## src/hdl/hbm_pkg.sv

```systemverilog
// ----------------------------------------------------------------------------
// hbm_pkg
// Shared types, codes and constants of the heartbeat monitor.
// ----------------------------------------------------------------------------
package hbm_pkg;

	localparam int SeqBits   = 24;
	localparam int CntBits   = 32;
	localparam int TickBits  = 16;
	localparam int WordBits  = 32;
	localparam int CfgIdxW   = 2;
	localparam int CfgDataW  = 16;

	localparam logic [7:0] PingType = 8'hA1;
	localparam logic [7:0] AckType  = 8'hA2;

	localparam logic [TickBits-1:0] StartupReset = 16'd200;
	localparam logic [TickBits-1:0] TimeoutReset = 16'd500;
	localparam logic [TickBits-1:0] PeriodReset  = 16'd1000;

	// item kinds
	localparam logic [1:0] FuncTick       = 2'd0;
	localparam logic [1:0] FuncMessage    = 2'd1;
	localparam logic [1:0] FuncSendResult = 2'd2;

	// register indexes
	localparam logic [CfgIdxW-1:0] RegStartup = 2'd0;
	localparam logic [CfgIdxW-1:0] RegTimeout = 2'd1;
	localparam logic [CfgIdxW-1:0] RegPeriod  = 2'd2;

	typedef enum logic [1:0] {
		PhStartup = 2'd0,
		PhSending = 2'd1,
		PhWaiting = 2'd2,
		PhPeriod  = 2'd3
	} phase_t;

	typedef struct packed {
		logic [TickBits-1:0] startup_ticks;
		logic [TickBits-1:0] ack_timeout_ticks;
		logic [TickBits-1:0] period_ticks;
	} hbm_cfg_t;

endpackage

```

## src/hdl/hbm_cfg.sv

```systemverilog
// ----------------------------------------------------------------------------
// hbm_cfg
// Configuration register file, written through a plain write port.
// ----------------------------------------------------------------------------
module hbm_cfg (
	input  logic                           clk,
	input  logic                           arst_n,
	input  logic                           cfg_write,
	input  logic [hbm_pkg::CfgIdxW-1:0]    cfg_index,
	input  logic [hbm_pkg::CfgDataW-1:0]   cfg_data,
	output hbm_pkg::hbm_cfg_t              cfg
);
	import hbm_pkg::*;

	hbm_cfg_t cfg_q;

	always_ff @(posedge clk or negedge arst_n) begin
		if (!arst_n) begin
			cfg_q.startup_ticks     <= StartupReset;
			cfg_q.ack_timeout_ticks <= TimeoutReset;
			cfg_q.period_ticks      <= PeriodReset;
		end else if (cfg_write) begin
			unique case (cfg_index)
				RegStartup: cfg_q.startup_ticks     <= cfg_data;
				RegTimeout: cfg_q.ack_timeout_ticks <= cfg_data;
				RegPeriod:  cfg_q.period_ticks      <= cfg_data;
				default: ;
			endcase
		end
	end

	assign cfg = cfg_q;

endmodule

```

## src/hdl/hbm_core.sv

```systemverilog
// ----------------------------------------------------------------------------
// hbm_core
// Heartbeat state machine, timer, pending notification and counters.
// Updates once per item; the state registers double as the result fields.
// ----------------------------------------------------------------------------
module hbm_core (
	input  logic                            clk,
	input  logic                            arst_n,
	input  logic                            step,
	input  logic [1:0]                      func,
	input  logic [hbm_pkg::WordBits-1:0]    message,
	input  logic                            send_ok,
	input  hbm_pkg::hbm_cfg_t               cfg,
	output logic                            ping_request,
	output logic [hbm_pkg::WordBits-1:0]    ping_word,
	output logic                            ack_matched,
	output logic [hbm_pkg::CntBits-1:0]     sent_count,
	output logic [hbm_pkg::CntBits-1:0]     received_count,
	output logic [hbm_pkg::CntBits-1:0]     timeout_count,
	output logic [hbm_pkg::CntBits-1:0]     protocol_error_count,
	output logic [1:0]                      phase
);
	import hbm_pkg::*;

	phase_t                phase_q, phase_d;
	logic [SeqBits-1:0]    seq_q, seq_d, seq_inc;
	logic [TickBits-1:0]   timer_q, timer_d, limit;
	logic [TickBits:0]     tick_next;
	logic                  tick_hit;
	logic                  pend_valid_q, pend_valid_d;
	logic [WordBits-1:0]   pend_word_q, pend_word_d, reply_word;
	logic                  reply_hit, resolve;
	logic [CntBits-1:0]    sent_q, sent_d, recv_q, recv_d, tmo_q, tmo_d, err_q, err_d;
	logic                  request_q, request_d, matched_q, matched_d;

	always_comb begin
		unique case (phase_q)
			PhStartup: limit = cfg.startup_ticks;
			PhPeriod:  limit = cfg.period_ticks;
			default:   limit = cfg.ack_timeout_ticks;
		endcase
	end

	assign tick_next = {1'b0, timer_q} + (TickBits+1)'(1);
	assign tick_hit  = tick_next >= {1'b0, limit};

	// sequence wraps and skips zero
	assign seq_inc = (seq_q + SeqBits'(1) == '0) ? SeqBits'(1) : seq_q + SeqBits'(1);

	assign reply_word = (func == FuncMessage) ? message : pend_word_q;
	assign reply_hit  = (reply_word[31:24] == AckType) && (reply_word[23:0] == 24'(seq_q));

	// a reply wait resolves on a live message or on the held notification
	assign resolve = ((func == FuncMessage) && (phase_q == PhWaiting)) ||
		((func == FuncSendResult) && (phase_q == PhSending) && send_ok && pend_valid_q);

	// next state
	always_comb begin
		phase_d = phase_q;
		unique case (func)
			FuncTick: begin
				if (phase_q != PhSending && tick_hit)
					phase_d = (phase_q == PhWaiting) ? PhPeriod : PhSending;
			end
			FuncMessage: begin
				if (phase_q == PhWaiting)
					phase_d = PhPeriod;
			end
			FuncSendResult: begin
				if (phase_q == PhSending)
					phase_d = (send_ok && !pend_valid_q) ? PhWaiting : PhPeriod;
			end
			default: ;
		endcase
	end

	// datapath and result flags
	always_comb begin
		seq_d        = seq_q;
		timer_d      = timer_q;
		pend_valid_d = pend_valid_q;
		pend_word_d  = pend_word_q;
		sent_d       = sent_q;
		recv_d       = recv_q;
		tmo_d        = tmo_q;
		err_d        = err_q;
		request_d    = 1'b0;
		matched_d    = resolve && reply_hit;
		if (resolve && !reply_hit)
			err_d = err_q + CntBits'(1);
		unique case (func)
			FuncTick: begin
				if (phase_q != PhSending) begin
					timer_d = tick_hit ? '0 : tick_next[TickBits-1:0];
					if (tick_hit && phase_q == PhWaiting)
						tmo_d = tmo_q + CntBits'(1);
					if (tick_hit && phase_q != PhWaiting) begin
						seq_d     = seq_inc;
						request_d = 1'b1;
					end
				end
			end
			FuncMessage: begin
				recv_d = recv_q + CntBits'(1);
				if (phase_q == PhWaiting) begin
					timer_d = '0;
				end else begin
					pend_valid_d = 1'b1;
					pend_word_d  = message;
				end
			end
			FuncSendResult: begin
				if (phase_q == PhSending) begin
					timer_d = '0;
					if (send_ok) begin
						sent_d       = sent_q + CntBits'(1);
						pend_valid_d = 1'b0;
					end
				end
			end
			default: ;
		endcase
	end

	always_ff @(posedge clk or negedge arst_n) begin
		if (!arst_n) begin
			phase_q      <= PhStartup;
			seq_q        <= '0;
			timer_q      <= '0;
			pend_valid_q <= 1'b0;
			pend_word_q  <= '0;
			sent_q       <= '0;
			recv_q       <= '0;
			tmo_q        <= '0;
			err_q        <= '0;
			request_q    <= 1'b0;
			matched_q    <= 1'b0;
		end else if (step) begin
			phase_q      <= phase_d;
			seq_q        <= seq_d;
			timer_q      <= timer_d;
			pend_valid_q <= pend_valid_d;
			pend_word_q  <= pend_word_d;
			sent_q       <= sent_d;
			recv_q       <= recv_d;
			tmo_q        <= tmo_d;
			err_q        <= err_d;
			request_q    <= request_d;
			matched_q    <= matched_d;
		end
	end

	assign ping_request         = request_q;
	assign ping_word            = {PingType, (WordBits-8)'(seq_q)};
	assign ack_matched          = matched_q;
	assign sent_count           = sent_q;
	assign received_count       = recv_q;
	assign timeout_count        = tmo_q;
	assign protocol_error_count = err_q;
	assign phase                = phase_q;

endmodule

```

## src/hdl/ping_ack_heartbeat_monitor.sv

```systemverilog
// ----------------------------------------------------------------------------
// ping_ack_heartbeat_monitor
// Inter-core heartbeat monitor: pings the partner each period, checks replies
// and counts sends, receives, timeouts and protocol errors.
// ----------------------------------------------------------------------------
//  channel  | handshake            | payload
//  ---------+----------------------+-----------------------------------------
//  in       | in_valid / in_ready  | func, message, send_ok
//  out      | out_valid / out_ready| ping_request, ping_word, ack_matched,
//           |                      | four counters, phase
//  cfg      | cfg_write            | cfg_index, cfg_data
//
// One item per cycle sustained while out_ready holds. A result passes through
// the input register, then the state and result registers, to the output.
// The whole state update of an item is one pass through hbm_core.
// A stalled output holds the input register; a new item is still taken into
// it while the output waits, then in_ready drops.
// After reset the block is ready at once; config resets to 200/500/1000.
// ----------------------------------------------------------------------------
module ping_ack_heartbeat_monitor (
	input  logic                            clk,
	input  logic                            arst_n,
	input  logic                            cfg_write,
	input  logic [hbm_pkg::CfgIdxW-1:0]     cfg_index,
	input  logic [hbm_pkg::CfgDataW-1:0]    cfg_data,
	input  logic                            in_valid,
	output logic                            in_ready,
	input  logic [1:0]                      func,
	input  logic [hbm_pkg::WordBits-1:0]    message,
	input  logic                            send_ok,
	output logic                            out_valid,
	input  logic                            out_ready,
	output logic                            ping_request,
	output logic [hbm_pkg::WordBits-1:0]    ping_word,
	output logic                            ack_matched,
	output logic [hbm_pkg::CntBits-1:0]     sent_count,
	output logic [hbm_pkg::CntBits-1:0]     received_count,
	output logic [hbm_pkg::CntBits-1:0]     timeout_count,
	output logic [hbm_pkg::CntBits-1:0]     protocol_error_count,
	output logic [1:0]                      phase
);
	import hbm_pkg::*;

	hbm_cfg_t             cfg;
	logic                 valid_s1_q, out_valid_q, advance;
	logic [1:0]           func_s1;
	logic [WordBits-1:0]  message_s1;
	logic                 send_ok_s1;

	// the held item moves into the state once the result slot is free
	assign advance  = valid_s1_q && (!out_valid_q || out_ready);
	assign in_ready = !valid_s1_q || advance;

	always_ff @(posedge clk or negedge arst_n) begin
		if (!arst_n) begin
			valid_s1_q  <= 1'b0;
			out_valid_q <= 1'b0;
		end else begin
			if (in_ready)
				valid_s1_q <= in_valid;
			if (advance)
				out_valid_q <= 1'b1;
			else if (out_ready)
				out_valid_q <= 1'b0;
		end
	end

	always_ff @(posedge clk) begin
		if (in_valid && in_ready) begin
			func_s1    <= func;
			message_s1 <= message;
			send_ok_s1 <= send_ok;
		end
	end

	hbm_cfg u_cfg (
		.clk       (clk),
		.arst_n    (arst_n),
		.cfg_write (cfg_write),
		.cfg_index (cfg_index),
		.cfg_data  (cfg_data),
		.cfg       (cfg)
	);

	hbm_core u_core (
		.clk                  (clk),
		.arst_n               (arst_n),
		.step                 (advance),
		.func                 (func_s1),
		.message              (message_s1),
		.send_ok              (send_ok_s1),
		.cfg                  (cfg),
		.ping_request         (ping_request),
		.ping_word            (ping_word),
		.ack_matched          (ack_matched),
		.sent_count           (sent_count),
		.received_count       (received_count),
		.timeout_count        (timeout_count),
		.protocol_error_count (protocol_error_count),
		.phase                (phase)
	);

	assign out_valid = out_valid_q;

endmodule

```

## config.mk

```make
export PLATFORM = sky130hd
export DESIGN_NAME = ping_ack_heartbeat_monitor
export DESIGN_NICKNAME = d
export VERILOG_FILES = /design/src/hdl/hbm_pkg.sv /design/src/hdl/hbm_cfg.sv /design/src/hdl/hbm_core.sv /design/src/hdl/ping_ack_heartbeat_monitor.sv
export SDC_FILE = /design/constraint.sdc
export NUM_CORES = 1
export LEC_CHECK = 0
export ABC_AREA = 1
export BUFFER_PORTS_ARGS = -buffer_cell sky130_fd_sc_hd__buf_4
export CORE_ASPECT_RATIO = 0.75
export CORE_UTILIZATION = 58
export DETAILED_ROUTE_END_ITERATION = 16
export GPL_ROUTABILITY_DRIVEN = 0
export PLACE_DENSITY_LB_ADDON = 0.2
export SKIP_LAST_GASP = 1
export SLEW_MARGIN = 0
export SYNTH_ARGS = -nofsm -noshare
export SYNTH_HDL_FRONTEND = slang
export SYNTH_SLANG_ARGS = --single-unit
```

## constraint.sdc

```tcl
create_clock -name clk -period 3.15 [get_ports clk]
set_clock_uncertainty 0.05 [all_clocks]
set_input_delay 0.315 -clock clk [delete_from_list [all_inputs] [get_ports clk]]
set_output_delay 0.315 -clock clk [all_outputs]
set_load 0.01 [all_outputs]
```

==> flow_metrics.tcl <==
set metrics [dict create \
    status "complete, no violations" \
    drt-pass1-iter-count 6 \
    floorplan.io_pins 224 \
    cp_top_family "simple AND/OR/NAND/NOR gates" \
    cts_buffer_depth 3 \
    timing.critical_path.from "u_core.timer_q[1]" \
    reg2reg_setup_slack_ns 0.10 \
    timing.max_cap.violations 0 \
    hpwl_mm 28.8 \
    clkLatencyLatePin_ns 0.58 \
    cp-end-kind "register" \
    synth_area_leaders "dfrtp_1 (38%), nand2_1 (14%), edfxtp_1 (6.7%), xor2_1 (6.2%), inv_1 (4.3%)" \
    timing_max_transition_violations_final 0 \
    area_of_the_core_um2 26200 \
    count_of_nets_after_finishing 2276 \
    timing.fmax_ghz 0.328 \
    totalNegativeSetupSlack_ns 0 \
    htreeDepth 1 \
    timing.final.crit_period_ns 3.05 \
    global_route_wire_length_before_repair_mm 66.1 \
    cts_root_buf "clkbuf_16" \
    synth_flop_cell "dfrtp_1" \
    post_drt_via_cell_ratio 5.55 \
    crit_path_category "reg2reg" \
    initial_utilization_pct 59.8 \
    synth_cell_types 52 \
    drive_gt1_share_pct 17.5 \
    num_antenna_cells 0 \
    port_buffers 215 \
    ys_ff_latch 290 \
    power_density_nw_per_um2 602 \
    synthesis.yosys.warnings 0 \
    register_area_um2 7450 \
    wirelength_mm 41.5 \
    grt_antenna_before_repair 0 \
    synth.largest_area_cell "dfrtp_1" \
    nFillCells 1960 \
    pin_slew_with_the_least_headroom_to_its_limit_ns 0.964 \
    areaGrowthSynthToFinish_pct 24.1 \
    synth_area_um2 15700 \
    timing.critical_path.cells "ha_2, nand2_2, nor2_2, nand2_2, nor2_4, buf_4, xor2_2, inv_1, ha_1, nand2_1, o21ai_0, nor2_1, nand2_1, nand2_1, nand2_2, nand2_4, inv_6, nand2_8, clkbuf_16, nand2_1, nand2_1" \
    fp.dieW_um 192 \
    dpl-instance-area_um2 17700 \
    min-delay-path-class "in2reg" \
    die_h_um 144 \
    proportion_of_synthesized_flip_flops_having_asynchronous_set_or_reset_pct 87.9 \
    crit_buf_inv 4 \
    routed_wire_length_per_instance_um 16.2 \
    power.ir.vdd_worst_mv 0.611 \
    vias_in_the_first_global_route 13000 \
    grtUsageTotal_pct 29.7 \
    crit_path_max_incr_delay_ns 0.38 \
    worst_hold_startpoint "out_ready" \
    routed-via-count 14200 \
    max-slew-margin-rel_pct 35.6 \
    worst-endpoint-arrival_ns 3.44 \
    synth-seq-area-share_pct 47.5 \
    worst_path_most_repeated_cell "nand2_1" \
    power.static_leakage_nw 9.52 \
    worst_setup_hold_path_clk_slew_ns 0.07 \
    cts.sinks 290 \
    final_hold_viol_count 0 \
    report.final.setup_viol 0 \
    yosys.cell_count.top_type "nand2_1" \
    syn_avg_cell_area_um2 8.22 \
    crit_path_start_kind "register" \
    worstPathRequired_ns 3.55 \
    gr-total-overflow 0 \
    initialDrtViolationCount 1409 \
    post-route-period-util_pct 96.7 \
    critical_path.slowest_cell "dfrtp_1" \
    post_synth_most_frequent_cells "nand2_1 (565), dfrtp_1 (240), inv_1 (180)" \
    synth_edf_count 35 \
    synth_top_area_share_pct 38.3 \
    tritoncts "built" \
    regToRegStartpoint "u_core.timer_q[1]" \
    multi_input_comb_area_um2 7370 \
    maximum_number_of_pins_on_one_net_before_global_route_repair 94 \
    drc_errors 0 \
    fin_area_um2 19500 \
    core.rowCount 51 \
    postSynthCellCount 1908 \
    worstPathMaxFanout 11 \
    fp.dieArea_um2 27700 \
    drt.antenna.violating_nets 0 \
    cts-buffers-inserted 29 \
]
final cells by class:
type | count | area share (%)
Sequential cell | 290 | 38.3
Inverter | 185 | 3.62
Multi-Input combinational cell | 1378 | 37.9
Clock buffer | 44 | 4.33
Tap cell | 344 | 2.21
Timing Repair Buffer | 304 | 13.1
Clock inverter | 10 | 0.540
path summary, 6_finish.rpt:
| check | endpoint | depth (start not counted) |
|---|---|---|
| worst max-delay path | u_core.timeout_count[10] | 21 |
| worst min-delay path | valid_s1_q | 4 |
| worst max register to register | u_core.timeout_count[10] | 21 |
| worst min register to register | u_cfg.cfg[10] | 2 |
| max in group asynchronous | u_core.pend_word_q[2] | 3 |
| min in group asynchronous | u_core.received_count[26] | 2 |
per-stage QoR:
| step | instances | worst slack (ns) | total power [W] | utilization (%) | hold slack (ns) |
|---|---|---|---|---|---|
| floorplan | 1914 | 0.202 | 0.00688 | - | -0.0306 |
| global placement | 2439 | 0.0947 | 0.00790 | 67.4 | 0.330 |
| detailed placement | 2439 | -0.0478 | 0.00806 | 67.4 | 0.339 |
| CTS | 2546 | 0.0337 | 0.0116 | 73.0 | 0.0101 |
| global route | 2555 | -0.134 | 0.0124 | 74.2 | 0.0502 |
| finish | 2555 | 0.103 | 0.0117 | 74.2 | 0.0327 |
metal layers:
layer | vias up | part of all wire [%] | GRT usage [%]
li1 | 6709 | - | -
met1 | 6649 | 44 | 44.5
met2 | 723 | 44 | 44.2
met3 | 96 | 9.8 | 5.39
met4 | 0 | 2.4 | 7.77
met5 | - | 0 | 0
worst register-to-register path, cell delays in order, from the launching register on:
cell       delay (ns)
dfrtp_1          0.38
ha_2             0.20
nand2_2          0.08
nor2_2           0.11
nand2_2          0.09
nor2_4           0.13
buf_4            0.13
xor2_2           0.20
inv_1            0.11
ha_1             0.31
nand2_1          0.09
o21ai_0          0.17
nor2_1           0.05
nand2_1          0.06
nand2_1          0.06
nand2_2          0.13
nand2_4          0.09
inv_6            0.09
nand2_8          0.09
clkbuf_16        0.19
nand2_1          0.06
nand2_1          0.06
sequential cells by signal, summed over array words and instances (netlist names), 16 cells and up:
name                         flops
message_s1                      32
u_cfg.cfg                       48
u_core.pend_word_q              32
u_core.protocol_error_count     32
u_core.received_count           32
u_core.sent_count               32
u_core.seq_q                    24
u_core.timeout_count            32
u_core.timer_q                  16
cell usage in the layout, fill, tap and decap left out, types with 31 or more instances in the layout:
master / Yosys / final
nor2_1: 152 / 150
buf_4: 10 / 240
xor2_1: 111 / 109
o21ai_0: 101 / 100
a21oi_1: 54 / 52
inv_1: 180 / 178
nand4_1: 31 / 31
clkbuf_16: 0 / 32
dfrtp_1: 240 / 239
xnor2_1: 44 / 44
dlygate4sd3_1: 0 / 53
nand2_1: 565 / 561
nor3_1: 54 / 52
edfxtp_1: 35 / 35
nand3_1: 111 / 106
logic make-up (layout without fill, tap and decap cells):
logic type	Yosys count	count (layout)	synth area share, %
fa+ha+maj	30	30	2.39
simple gates	982	982	27.4
flops	290	290	47.5
xor+xnor	155	155	8.66
other cells	2	8	0.0479
mux	4	4	0.287
buf+inv	246	543	6.81
compound gates	199	199	6.93
power by group:
| part | leakage [nW] | internal (W) | switching (W) |
|---|---|---|---|
| logic | 5.51 | 0.00139 | 0.00200 |
| clock network | 0.455 | 0.00194 | 0.00151 |
| registers | 3.56 | 0.00436 | 0.000520 |
what timing repair did:
item                                   4_1_cts  5_1_grt
buffers inserted                             0        6
cloned                                       0        3
pin swaps                                    0       12
endpoints found under the hold margin      163        0
setup endpoints to repair                   20       75
hold buffers                                53        0
resized for setup                            1       38
(Power assumes the default switching activity.)
